`src/hdl/bemf_pkg.sv`:
```
`timescale 1ns / 1ps
`default_nettype none
// ----------------------------------------------------------------------------
// bemf_pkg
// shared types, constants and tables for the back-emf observer with pll
// ----------------------------------------------------------------------------
package bemf_pkg;

  localparam int SAMPLE_BITS_DEF = 16;
  localparam int ANGLE_BITS_DEF  = 16;

  // shared multiplier and accumulator widths
  localparam int MUL_W  = 33;
  localparam int PROD_W = 2 * MUL_W;
  localparam int ACC_W  = PROD_W + 2;

  // cordic
  localparam int CORDIC_STAGES = 14;
  localparam int CORDIC_W      = 20;
  localparam int Z_W           = 17;
  localparam int CORDIC_X0     = 39797;

  // register reset values
  localparam logic        MODE_RST       = 1'b0;
  localparam logic [19:0] RESISTANCE_RST = 20'd13107;
  localparam logic [23:0] L_OVER_T_RST   = 24'd1449984;
  localparam logic [15:0] R_T_OVER_L_RST = 16'd590;
  localparam logic [15:0] T_OVER_L_RST   = 16'd2962;
  localparam logic [31:0] ANGLE_GAIN_RST = 32'd22557;

  typedef enum logic [2:0] {
    REG_MODE,
    REG_RESISTANCE,
    REG_L_OVER_T,
    REG_R_T_OVER_L,
    REG_T_OVER_L,
    REG_PLL_KP,
    REG_PLL_KI,
    REG_ANGLE_GAIN
  } cfg_idx_t;

  typedef enum logic [4:0] {
    S_IDLE,
    S_P_LOAD,
    S_P_SUB,
    S_P_ADD,
    S_P_END,
    S_E_LOAD,
    S_E_SUB,
    S_E_ACC,
    S_E_END,
    S_C_WAIT,
    S_ER_LOAD,
    S_ER_SUB1,
    S_ER_SUB2,
    S_ER_END,
    S_I_LOAD,
    S_I_ACC,
    S_I_END,
    S_S_LOAD,
    S_S_END,
    S_A_LOAD,
    S_A_ACC,
    S_A_END,
    S_DONE
  } state_t;

  typedef struct packed {
    logic                       done;
    logic signed [CORDIC_W-1:0] cos_val;
    logic signed [CORDIC_W-1:0] sin_val;
  } cordic_out_t;

  // arctangent table in 1/65536 turn
  function automatic logic [13:0] cordic_atan(input logic [3:0] k);
    logic [13:0] r;
    case (k)
      4'd0:    r = 14'd8192;
      4'd1:    r = 14'd4836;
      4'd2:    r = 14'd2555;
      4'd3:    r = 14'd1297;
      4'd4:    r = 14'd651;
      4'd5:    r = 14'd326;
      4'd6:    r = 14'd163;
      4'd7:    r = 14'd81;
      4'd8:    r = 14'd41;
      4'd9:    r = 14'd20;
      4'd10:   r = 14'd10;
      4'd11:   r = 14'd5;
      4'd12:   r = 14'd3;
      4'd13:   r = 14'd1;
      default: r = 14'd0;
    endcase
    return r;
  endfunction

  // saturate an accumulator value to 32 bits signed
  function automatic logic signed [31:0] sat32(input logic signed [ACC_W-1:0] x);
    logic signed [ACC_W-1:0] hi;
    logic signed [ACC_W-1:0] lo;
    logic signed [31:0]      r;
    hi = ACC_W'(64'sh7FFF_FFFF);
    lo = -hi - ACC_W'(1);
    if (x > hi) begin
      r = 32'sh7FFF_FFFF;
    end else if (x < lo) begin
      r = 32'sh8000_0000;
    end else begin
      r = x[31:0];
    end
    return r;
  endfunction

endpackage
`default_nettype wire

```
`src/hdl/bemf_mul.sv`:
```
`timescale 1ns / 1ps
`default_nettype none
// ----------------------------------------------------------------------------
// bemf_mul
// shared signed multiplier with registered product
// ----------------------------------------------------------------------------
module bemf_mul (
  input  wire logic                               clk,
  input  wire logic                               en,
  input  wire logic signed [bemf_pkg::MUL_W-1:0]  a,
  input  wire logic signed [bemf_pkg::MUL_W-1:0]  b,
  output logic signed      [bemf_pkg::PROD_W-1:0] prod
);
  import bemf_pkg::*;

  // product holds while not issued
  always_ff @(posedge clk) begin
    if (en) begin
      prod <= a * b;
    end
  end

endmodule
`default_nettype wire

```
`config.mk`:
```
export PLATFORM = sky130hd
export DESIGN_NAME = bemf_mul
export DESIGN_NICKNAME = d
export VERILOG_FILES = /design/src/hdl/bemf_pkg.sv /design/src/hdl/bemf_mul.sv
export SDC_FILE = /design/constraint.sdc
export NUM_CORES = 2
export LEC_CHECK = 0
export BUFFER_PORTS_ARGS = -buffer_cell sky130_fd_sc_hd__clkbuf_2
export CAP_MARGIN = 20
export CORE_ASPECT_RATIO = 0.75
export CORE_MARGIN = 2
export CORE_UTILIZATION = 40
export CTS_CLUSTER_DIAMETER = 50
export CTS_CLUSTER_SIZE = 30
export DETAILED_ROUTE_END_ITERATION = 10
export PLACE_DENSITY = 0.58
export SYNTH_ARGS = -nofsm -noshare
export SYNTH_HDL_FRONTEND = slang
export SYNTH_SLANG_ARGS = --single-unit
```
`constraint.sdc`:
```
create_clock -name clk -period 10.4 [get_ports clk]
set_input_delay 0.52 -clock clk [delete_from_list [all_inputs] [get_ports clk]]
set_output_delay 0.52 -clock clk [all_outputs]
set_load 0.01 [all_outputs]
```
==> Yosys cells after proc, flatten, opt, wreduce, memory -nomap -nowiden <==
Cells that the tools add are included.
{ "totals": {"regBits": 66, "output_inout_bits": 66, "elab_cells": 2} }
{ "op_classes": {"mul": 1} }
{ "op_table": {"columns": ["cell", "n"], "rows": [
  ["$mul 33x33->66", 1]
]} }

==> Longest topological paths before layout <==
{ "depth": {"word_depth": 1, "ltp_mapped": 27, "ltp_nobuf": 26} }

==> Worst setup path after synthesis <==
No wires, ideal clock.
{ "synth_timing": {"path_type": "input to register", "from": "in a[32] in the netlist's numbering", "to": "reg prod[62] in the netlist's numbering (data pin)", "setup_ns": 0.269, "t_arrival_ns": 7.616, "t_required_ns": 10.131, "slack_ns": 2.515, "cell_stages": 23, "path_cell_list": "clkbuf_1 > nand2_1 > inv_1 > fa_1 > fa_1 > fa_1 > fa_1 > fa_1 > fa_1 > fa_1 > inv_1 > fa_1 > inv_1 > ha_1 > clkbuf_1 > and3_1 > nand3_1 > nand2b_1 > a2111oi_4 > a211oi_4 > a21o_2 > a211oi_2 > a211oi_2"} }
{ "synth_via": {"elab_chain_len": 1} }
{ "synth_rtl": {"columns": ["element", "line", "text"], "rows": [
  ["start, declared", "bemf_mul.sv:10", "input wire logic signed [bemf_pkg::MUL_W-1:0] a,"],
  ["$mul 33x33->66", "bemf_mul.sv:19", "prod <= a * b;"],
  ["end signal, assigned", "bemf_mul.sv:19", null],
  ["end, declared", "bemf_mul.sv:12", "output logic signed [bemf_pkg::PROD_W-1:0] prod"]
]} }
No other way between the ends.
A chain may end at the register's enable or synchronous reset.

==> Worst setup path after layout <==
{ "layout_timing": {"from": "in b[18] in the netlist's numbering", "to": "reg prod[58] in the netlist's numbering (data pin)"} }
{ "layout_via": {"elab_chain_len": 1} }
{ "layout_rtl": {"columns": ["element", "line", "text"], "rows": [
  ["start, declared", "bemf_mul.sv:11", "input wire logic signed [bemf_pkg::MUL_W-1:0] b,"],
  ["$mul 33x33->66", "bemf_mul.sv:19", null]
]} }
No other way between the ends.

==> flow_metrics.env <==
export IMPL_min_path_type="in2reg"
export IMPL_final_cell_mix="fa_1, inv_1, and2_1"
export IMPL_cp_required_ns=10.51
export IMPL_root_buffer="clkbuf_16"
export IMPL_antennaDiodeCount=0
export IMPL_tns_ns=0
export IMPL_post_route_period_util=0.815
export IMPL_drt_total_wl_mm=121
export IMPL_firstDrtPassIters=5
export IMPL_final_common_cell="fa_1"
export IMPL_vias=27992
export IMPL_synth_fp_nets=5768
export IMPL_crit_fanout=33
export IMPL_reg_top3="prod: 66 flops"
export IMPL_finalSetupViolCount=0
export IMPL_max_cap_violations=0
export IMPL_worstMarginPinSlew_ns=1.06
export IMPL_syn_inst=4338
export IMPL_slew_viol_final=0
export IMPL_design_die_area_um2=106000
export IMPL_cp_top_family="adder cells"
export IMPL_grt_max_degree=56
export IMPL_hold_buffers=0
export IMPL_max_flop_register="prod"
export IMPL_hold_depth=1
export IMPL_track_usage=0.243
export IMPL_antenna_found_initial=5
export IMPL_min_to="prod[61]"
export IMPL_first_iter_violations=2199
export IMPL_drcViolationCount=0
export IMPL_post_drt_wl_per_cell_um=21.4
export IMPL_synth_cell_types=80
export IMPL_ys_flop_type="edfxtp_1"
export IMPL_first_global_vias=30560
export IMPL_yosys_warnings=0
export IMPL_synth_edf_count=66
export IMPL_crit_type="in2reg"
export IMPL_cpMostUsedCell="fa_1"
export IMPL_rsz0062_at_grt="no"
export IMPL_cts_sinks=66
export IMPL_maxSlewHeadroom=0.294
export IMPL_period_needed_ns=8.48
export IMPL_clock_fmax_mhz=118
export IMPL_num_rows=102
export IMPL_grt_pass1_wl_mm=192
export IMPL_critPathMaxStageDelay_ns=0.77
export IMPL_die_w_um=375
export IMPL_utilization=0.423
export IMPL_crit_slowest_cell="fa_1"
export IMPL_io_buffers=133
export IMPL_initial_core_util=0.402
export IMPL_hp_start="en"
export IMPL_cp_data_arrival_time_ns=8.59
export IMPL_ant_nets=0
export IMPL_cts_buffers=9
export IMPL_dp_hpwl_mm=99.9
export IMPL_status="finished, final reports clean"
export IMPL_cts_tree="yes"
export IMPL_clk_pin_slew_worst_paths_ns=0.07
export IMPL_synth_seq_cells=66
export IMPL_worstPathCellList="clkbuf_2, nand2_1, fa_1, fa_1, inv_1, fa_1, inv_1, fa_1, inv_1, fa_1, fa_1, fa_1, inv_1, fa_1, inv_1, ha_1, a21oi_1, o211ai_1, a22oi_1, nor2_1, a211oi_4, a21oi_2, nor4b_2, a311oi_1"
export IMPL_cp_end_kind="flop"
export IMPL_place_congestion=0.899
export IMPL_die_y_um=283
export IMPL_syn_avg_cell_area_um2=9.54
export IMPL_cts_setup_buffers=0
export IMPL_cp_start_kind="input port"
export IMPL_clockBufferDepth=2
export IMPL_nNetsFinal=5731
export IMPL_htree_num_levels=3
export IMPL_vias_per_cell=4.95
export IMPL_ys_seq_area_frac=0.0479
export IMPL_drive_gt1_frac=0.0525
export IMPL_finalHoldViolations=0
export IMPL_num_io_pins=134
export IMPL_cts_repair_resized=0
export IMPL_ys_async_sr_fraction=0
export IMPL_coreArea_um2=103000
export IMPL_overflow=0
export IMPL_syn_area_um2=41400
export IMPL_area_growth_pct=5.10
export IMPL_largest_register_ffs=66
export IMPL_cp_buffers_inverters=6
==> layout make-up <==
class	instances	area, µm²
sequential	66	1980
multi-input combinational	2920	34300
clock buffer	9	225
clock inverter	7	76.3
tap	1352	1690
timing repair buffer	173	968
fill	10128	59400
inverter	1131	4250
==> worst max path at each step <==
| stage | startpoint | end | slack (ns) | depth (start not counted) |
|---|---|---|---|---|
| 2_1_floorplan | a[32] | prod[62] | 2.51 | 23 |
| 3_3_place_gp | b[19] | prod[64] | 1.62 | 24 |
| 3_5_place_dp | a[32] | prod[62] | 1.56 | 22 |
| 5_1_grt | b[18] | prod[58] | 1.52 | 24 |
| 6_report | b[18] | prod[58] | 1.92 | 24 |
| 4_1_cts | a[32] | prod[62] | 1.92 | 22 |
==> synth_stat cells, types with 8 or more instances <==
cell,instances,area [µm²]
nand4_1,11,68.8
and2_1,562,3520
edfxtp_1,66,1980
nor2_1,68,255
nand2_1,551,2070
fa_1,1145,22900
o21ai_0,25,125
inv_1,1131,4250
nand2b_1,12,75.1
xor2_1,25,219
clkbuf_1,208,781
xnor2_1,43,377
a21o_1,36,270
buf_2,11,55.1
ha_1,217,2720
nand3_1,25,125
a31oi_1,8,50.1
a21oi_1,57,285
o21bai_1,11,82.6
==> per-stage QoR <==
stage	hold WS [ns]	cell area [µm²]	instances	setup WS (ns)
after floorplan	0.632	41400	4338	2.51
after global placement	0.898	43200	5642	1.62
after detailed placement	0.900	43200	5642	1.56
after CTS	0.489	43500	5658	1.92
after global routing	0.498	43500	5658	1.52
final	0.489	43500	5658	1.92
==> per-layer routing <==
layer	track usage	share of wire	up-vias
li1	-	-	12307
met1	0.378	0.48	14487
met2	0.313	0.38	1087
met3	0.100	0.13	101
met4	0.0402	0.016	10
met5	0	0.00056	-
==> kinds of logic (layout without fill, tap and decap cells) <==
group	count (synthesis)	in the layout	synth area share
DFF	66	66	0.0479
adders and majority gates	1362	1362	0.619
xor gates and xnor gates	68	68	0.0144
and+or+nand+nor	1271	1271	0.155
buffers and inverters	1352	1320	0.123
AOI/OAI and AO/OA	219	219	0.0400
Power is left out: the tool's default activity adds up to more than one toggle a clock period on the data nets, which glitch-free logic cannot reach.
