[src/hdl/bemf_pkg.sv]
`timescale 1ns / 1ps
`default_nettype none
// ----------------------------------------------------------------------------
// bemf_pkg
// shared types, constants and tables for the back-emf observer with pll
// ----------------------------------------------------------------------------
package bemf_pkg;

  localparam int SAMPLE_BITS_DEF = 16;
  localparam int ANGLE_BITS_DEF  = 16;

  // shared multiplier and accumulator widths
  localparam int MUL_W  = 33;
  localparam int PROD_W = 2 * MUL_W;
  localparam int ACC_W  = PROD_W + 2;

  // cordic
  localparam int CORDIC_STAGES = 14;
  localparam int CORDIC_W      = 20;
  localparam int Z_W           = 17;
  localparam int CORDIC_X0     = 39797;

  // register reset values
  localparam logic        MODE_RST       = 1'b0;
  localparam logic [19:0] RESISTANCE_RST = 20'd13107;
  localparam logic [23:0] L_OVER_T_RST   = 24'd1449984;
  localparam logic [15:0] R_T_OVER_L_RST = 16'd590;
  localparam logic [15:0] T_OVER_L_RST   = 16'd2962;
  localparam logic [31:0] ANGLE_GAIN_RST = 32'd22557;

  typedef enum logic [2:0] {
    REG_MODE,
    REG_RESISTANCE,
    REG_L_OVER_T,
    REG_R_T_OVER_L,
    REG_T_OVER_L,
    REG_PLL_KP,
    REG_PLL_KI,
    REG_ANGLE_GAIN
  } cfg_idx_t;

  typedef enum logic [4:0] {
    S_IDLE,
    S_P_LOAD,
    S_P_SUB,
    S_P_ADD,
    S_P_END,
    S_E_LOAD,
    S_E_SUB,
    S_E_ACC,
    S_E_END,
    S_C_WAIT,
    S_ER_LOAD,
    S_ER_SUB1,
    S_ER_SUB2,
    S_ER_END,
    S_I_LOAD,
    S_I_ACC,
    S_I_END,
    S_S_LOAD,
    S_S_END,
    S_A_LOAD,
    S_A_ACC,
    S_A_END,
    S_DONE
  } state_t;

  typedef struct packed {
    logic                       done;
    logic signed [CORDIC_W-1:0] cos_val;
    logic signed [CORDIC_W-1:0] sin_val;
  } cordic_out_t;

  // arctangent table in 1/65536 turn
  function automatic logic [13:0] cordic_atan(input logic [3:0] k);
    logic [13:0] r;
    case (k)
      4'd0:    r = 14'd8192;
      4'd1:    r = 14'd4836;
      4'd2:    r = 14'd2555;
      4'd3:    r = 14'd1297;
      4'd4:    r = 14'd651;
      4'd5:    r = 14'd326;
      4'd6:    r = 14'd163;
      4'd7:    r = 14'd81;
      4'd8:    r = 14'd41;
      4'd9:    r = 14'd20;
      4'd10:   r = 14'd10;
      4'd11:   r = 14'd5;
      4'd12:   r = 14'd3;
      4'd13:   r = 14'd1;
      default: r = 14'd0;
    endcase
    return r;
  endfunction

  // saturate an accumulator value to 32 bits signed
  function automatic logic signed [31:0] sat32(input logic signed [ACC_W-1:0] x);
    logic signed [ACC_W-1:0] hi;
    logic signed [ACC_W-1:0] lo;
    logic signed [31:0]      r;
    hi = ACC_W'(64'sh7FFF_FFFF);
    lo = -hi - ACC_W'(1);
    if (x > hi) begin
      r = 32'sh7FFF_FFFF;
    end else if (x < lo) begin
      r = 32'sh8000_0000;
    end else begin
      r = x[31:0];
    end
    return r;
  endfunction

endpackage
`default_nettype wire

[src/hdl/bemf_cordic.sv]
`timescale 1ns / 1ps
`default_nettype none
// ----------------------------------------------------------------------------
// bemf_cordic
// iterative cordic, one rotation per cycle, gives cos and sin in q16
// ----------------------------------------------------------------------------
module bemf_cordic (
  input  wire logic        clk,
  input  wire logic        rst,
  input  wire logic        start,
  input  wire logic [15:0] angle,
  output bemf_pkg::cordic_out_t res
);
  import bemf_pkg::*;

  logic signed [CORDIC_W-1:0] x;
  logic signed [CORDIC_W-1:0] y;
  logic signed [Z_W-1:0]      z;
  logic [3:0]                 k;
  logic [1:0]                 quad;
  logic                       busy;
  logic                       done;
  logic signed [CORDIC_W-1:0] dx;
  logic signed [CORDIC_W-1:0] dy;
  logic signed [Z_W-1:0]      at;

  assign dx = y >>> k;
  assign dy = x >>> k;
  assign at = $signed(Z_W'(cordic_atan(k)));

  always_ff @(posedge clk) begin
    if (rst) begin
      busy <= 1'b0;
      done <= 1'b0;
      k    <= '0;
    end else begin
      done <= 1'b0;
      if (start) begin
        x    <= CORDIC_W'(CORDIC_X0);
        y    <= '0;
        z    <= $signed(Z_W'(angle[13:0]));
        quad <= angle[15:14];
        k    <= '0;
        busy <= 1'b1;
      end else if (busy) begin
        if (!z[Z_W-1]) begin
          x <= x - dx;
          y <= y + dy;
          z <= z - at;
        end else begin
          x <= x + dx;
          y <= y - dy;
          z <= z + at;
        end
        k <= k + 4'd1;
        if (k == 4'(CORDIC_STAGES - 1)) begin
          busy <= 1'b0;
          done <= 1'b1;
        end
      end
    end
  end

  // quadrant fold
  always_comb begin
    res.done = done;
    case (quad)
      2'd0: begin
        res.cos_val = x;
        res.sin_val = y;
      end
      2'd1: begin
        res.cos_val = -y;
        res.sin_val = x;
      end
      2'd2: begin
        res.cos_val = -x;
        res.sin_val = -y;
      end
      default: begin
        res.cos_val = y;
        res.sin_val = -x;
      end
    endcase
  end

endmodule
`default_nettype wire

[config.mk]
export PLATFORM = sky130hd
export DESIGN_NAME = bemf_cordic
export DESIGN_NICKNAME = d
export VERILOG_FILES = /design/src/hdl/bemf_pkg.sv /design/src/hdl/bemf_cordic.sv
export SDC_FILE = /design/constraint.sdc
export NUM_CORES = 1
export LEC_CHECK = 0
export ABC_AREA = 1
export BUFFER_PORTS_ARGS = -buffer_cell sky130_fd_sc_hd__buf_2
export CELL_PAD_IN_SITES_DETAIL_PLACEMENT = 0
export CELL_PAD_IN_SITES_GLOBAL_PLACEMENT = 2
export CORE_MARGIN = 8
export CORE_UTILIZATION = 37
export CTS_BUF_LIST = sky130_fd_sc_hd__clkbuf_16
export DETAILED_ROUTE_END_ITERATION = 8
export PLACE_DENSITY = 0.95
export SYNTH_ARGS = -nofsm -noshare
export SYNTH_HDL_FRONTEND = slang
export SYNTH_SLANG_ARGS = --single-unit
[constraint.sdc]
create_clock -name clk -period 8.15 [get_ports clk]
set_input_delay 0.4075 -clock clk [delete_from_list [all_inputs] [get_ports clk]]
set_output_delay 0.4075 -clock clk [all_outputs]
set_load 0.01 [all_outputs]
# == Yosys cells after proc, flatten, opt, wreduce, memory -nomap -nowiden ==
# Memories as Yosys holds them, arrays and structs flattened. A register that Yosys moved wholly into a read port is not among the register bits.
# Index checks and enable logic that the tools add are counted.
# totals
out_inout_bits,41
inputBits,19
memories,1
elab_cells,45
mem_bits_ro,224
ff_bits,65
# classes
bitwise_logic,2
eq_ne,3
mux,14
reduce_logical,6
shifts,2
add_sub_neg,9
# memory_table
name,words,width,rd,rd_clocked_by_memory_dff,write_ports,line_no,source
(name not given),16,14,1,1,0,bemf_pkg.sv:77,case (k)
# op_table
cell,count
40-bit case mux with 3 select lines,1
20-bit two-way mux,4
20-bit adder,2
20-bit negation,2
20-bit by 4-bit >>> shifter with 20-bit output,2
20-bit subtractor,2
17-bit two-way mux,2
17-bit by 15-bit adder with 17-bit output,1
17-bit by 15-bit subtractor with 17-bit output,1
14-bit two-way mux,1
4-bit two-way mux,2
4-bit by 1-bit adder with 4-bit output (second input constant),1
4-bit == test (second input constant),1
1-bit two-way mux,4
2-bit AND reduction,2
3-bit OR reduction,1
2-bit by 1-bit == test with 1-bit output (second input constant),1
2-bit == test (second input constant),1
2-bit logical NOT,1
1-bit inverter,2
2-bit nonzero test,1
2-bit OR reduction,1

# == Longest topological paths before layout ==
# depth
word_depth,4
mapped_depth,28
ltp_nobuf,27

# == Worst setup path before layout ==
# OpenSTA, ideal clock, no wires.
# synth_timing
path_kind,input to register
start,in start
end,"reg x[0], enable pin"
setup_ps,493
arrival_ps,3547
n_path_buf,1
path_slack_ps,4110
t_required_ps,7657
stages,3
cell_sequence,clkbuf_1 inv_1 a21oi_1
# synth_via
elab_chain_len,2
# synth_lines
item,line_no,source
"start, declared",bemf_cordic.sv:10,"input wire logic start,"
2-bit nonzero test (no line),-,
2-bit AND reduction (no line),-,
"end signal, assigned",bemf_cordic.sv:39,x <= CORDIC_W'(CORDIC_X0);
"end signal, assigned",bemf_cordic.sv:47,x <= x - dx;
"end signal, assigned",bemf_cordic.sv:51,x <= x + dx;
"end, declared",bemf_cordic.sv:16,logic signed [CORDIC_W-1:0] x;
# No other way between the ends.
# A chain may end at the register's enable or synchronous reset.

# == Worst setup path in the final report ==
# layout_timing
start,reg k[2]
end,reg x[11] (data pin)
# layout_via
elab_chain_len,4
elab_cells_between_ends,5
cone_classes,add/sub (2); shift (1); mux (2)
# layout_lines
item,line_no,source
"start, declared",bemf_cordic.sv:19,logic [3:0] k;
"start signal, assigned",bemf_cordic.sv:55,k <= k + 4'd1;
20-bit by 4-bit >>> shifter with 20-bit output *,bemf_cordic.sv:27,assign dx = y >>> k;
20-bit subtractor or 20-bit adder (tied branches),"bemf_cordic.sv:47, bemf_cordic.sv:51",
20-bit two-way mux *,bemf_cordic.sv:46,if (!z[Z_W-1]) begin
20-bit two-way mux *,bemf_cordic.sv:45,end else if (busy) begin
# Every way passes the cells marked *; elsewhere a longest branch is shown, timed or not. The select of a mux whose other input is x is not followed.

==> impl_metrics.env <==
export IMPL_nets=1763
export IMPL_cp_arrival_ns=4.75
export IMPL_final_cell_mix="487 x nand2_1, 245 x nand3_1, 166 x inv_1"
export IMPL_routedWlPerCell_um=17.2
export IMPL_placed_cell_area_um2=10700
export IMPL_cts_root_buf="clkbuf_16"
export IMPL_final_antenna_net_count=0
export IMPL_ir_drop_v=0.000104
export IMPL_antenna_found_initial=1
export IMPL_netlist_area_um2=10200
export IMPL_period_needed_ns=4.63
export IMPL_avgSynthCellArea_um2=6.15
export IMPL_die_w_um=182
export IMPL_drive_gt1_share_pct=7.39
export IMPL_ctsLongestPathBuffers=2
export IMPL_cts_tree="built"
export IMPL_multiInputGateArea_um2=7090
export IMPL_grt_pass1_wl_mm=55.1
export IMPL_ctsResizeCount=0
export IMPL_vias=11048
export IMPL_core_um2=27500
export IMPL_crit_required_ns=8.27
export IMPL_grt_overflow=0
export IMPL_cts_made_buffers=9
export IMPL_cts_hold_buf=0
export IMPL_post_cts_setup_buffer_count=0
export IMPL_yosys_warnings=0
export IMPL_synth_top_area_share_pct=17.9
export IMPL_p_per_area_nw_per_um2=229
export IMPL_post_route_period_util_pct=56.8
export IMPL_seq_area_frac_synth_pct=21.3
export IMPL_slew_viol_final=0
export IMPL_drc=0
export IMPL_grt_use_total_pct=20.8
export IMPL_synth_area_leaders="nand2_1 18%, edfxtp_1 17%, nand3_1 12%"
export IMPL_postLayoutCellArea_um2=11000
export IMPL_hold_path_class="in -> reg"
export IMPL_io_pins=60
export IMPL_crit_path_end_kind="flop"
export IMPL_timing_fmax_mhz=216
export IMPL_hold_viol=0
export IMPL_drt_total_wl_mm=34.9
export IMPL_fin_hold_ws_ns=0.224
export IMPL_regArea_um2=2170
export IMPL_skew_ns=0.0144
export IMPL_cts_max_level=3
export IMPL_synth_top_area_cell="nand2_1"
export IMPL_syn_num_nets=1749
export IMPL_grt_max_degree=43
export IMPL_rsz0062_at_grt="no"
export IMPL_leakage_uw=0.00536
export IMPL_fp_dieArea_um2=33200
export IMPL_initial_core_util_pct=37.2
export IMPL_outcome="finished, final reports clean"
export IMPL_setup_tns_ns=0
export IMPL_grt_pass1_vias=10101
export IMPL_wl_met3_mm=2.06
export IMPL_clkLatencyLatePin_ns=0.37
export IMPL_area_growth_pct=8.14
export IMPL_diodes=0
export IMPL_routedLengthMet1_mm=15.7
export IMPL_hpwl_mm=26.1
export IMPL_wl_met2_mm=15.7
export IMPL_highest_layer="met5"
export IMPL_gp_congestion=0.901
export IMPL_synthCells=1659
export IMPL_path_max_fanout=35
export IMPL_cts_sinks=79
export IMPL_portBuffers=59
export IMPL_cap_viol_max_count=0
export IMPL_start_kind="flop"
export IMPL_ys_types=47
export IMPL_layout_commonest_cell="nand2_1"
export IMPL_clk_pin_slew_ns=0.07
export IMPL_setup_viol=0
export IMPL_drt_pass1_iter_count=5
export IMPL_postSynthRegisterBits=79
export IMPL_viasPerCell=5.46
export IMPL_max_slew_worst_pin_slew_ns=1.09
export IMPL_die_y_um=182
export IMPL_n_fill_cell=3031
export IMPL_path_class="reg -> reg"
export IMPL_first_iter_violations=929
export IMPL_num_rows=61
export IMPL_max_slew_margin_pct=27.5
==> worst max-delay path, cell delays in order (launching register included) <==
cell and delay (ns):
dfxtp_1 0.30, buf_4 0.24, inv_1 0.50, buf_4 0.37
nand3_1 0.13, nand2_1 0.08, nand2_1 0.05, nand2_1 0.18
inv_1 0.08, ha_1 0.22, nor2_1 0.12, xor2_1 0.15
inv_1 0.06, ha_1 0.35, a21oi_1 0.21, o21ai_0 0.10
a21oi_1 0.20, o21ai_0 0.22, a21oi_1 0.29, o21bai_1 0.11
xor2_1 0.14, or2_2 0.27
==> through the flow <==
step	worst slack, ns	total power, uW	utilization (%)	instances
after global routing	3.02	2760	40.2	2024
final	3.52	2530	40.2	2024
after global placement	3.66	2080	39.1	2008
after detailed placement	3.57	2090	39.1	2008
after floorplan	4.11	1690	-	1659
after CTS	3.55	2530	40.2	2024
==> cell usage after synthesis (all sizes together) <==
| library cell | n |
|---|---|
| a221oi | 8 |
| xor2 | 51 |
| and2 | 1 |
| edfxtp | 59 |
| a31oi | 7 |
| nand4 | 20 |
| o2111ai | 15 |
| nor4 | 6 |
| clkbuf | 40 |
| o32ai | 1 |
| nand3 | 247 |
| a211oi | 6 |
| o31ai | 4 |
| o21bai | 4 |
| nor2 | 120 |
| clkinv | 2 |
| ha | 68 |
| xnor2 | 19 |
| o21a | 6 |
| dfxtp | 20 |
| o211ai | 5 |
| o22ai | 7 |
| nor3b | 1 |
| fa | 3 |
| or2 | 14 |
| o311ai | 1 |
| o221ai | 4 |
| inv | 171 |
| a22oi | 1 |
| a21oi | 108 |
| buf | 29 |
| nand2 | 490 |
| o21ai | 92 |
| a21o | 7 |
| nor3 | 22 |
==> final cells by class <==
cell class              count  area share [%]
multi-input cells        1338            64.2
flip-flops and latches     79            19.7
clock buffers              10            2.27
well taps                 346            3.92
repair buffers             72            3.56
clock inverters             6           0.487
inverters                 173            5.88
==> cells by family (layout without fill, tap and decap cells) <==
group,Yosys count,in the layout,share of synthesized area [%]
compound gates,276,276,15.7
xor+xnor,70,70,6.00
fa+ha+maj,71,71,8.92
buf+inv,242,261,9.45
flops,79,79,21.3
simple gates,921,921,38.7
==> report_power, final <==
part / internal, uW / total [uW] / switching, uW
sequential: 520 / 668 / 148
combinational: 517 / 1430 / 909
clock: 232 / 434 / 202
total: 1270 / 2530 / 1260
==> metal layers <==
metal	up-vias	global-route usage (%)
met5	-	0
met1	5020	27.2
met2	347	33.8
met4	2	8.99
met3	56	3.06
li1	5623	-
==> final timing paths <==
path / start / to / slack [ns] / cells past startpoint
setup / recovery: k[2] / x[11] / 3.52 / 21
setup reg to reg: k[2] / x[11] / 3.52 / 21
hold reg to reg: busy / k[1] / 0.62 / 2
hold / removal: angle[15] / quad[1] / 0.22 / 1
==> sequential cells by signal (all words and copies together) (netlist names) <==
name and cells:
at 14, busy 1, done 1, k 4, quad 2, x 20, y 20, z 17
Note: power is estimated with default switching activity, not from simulation.
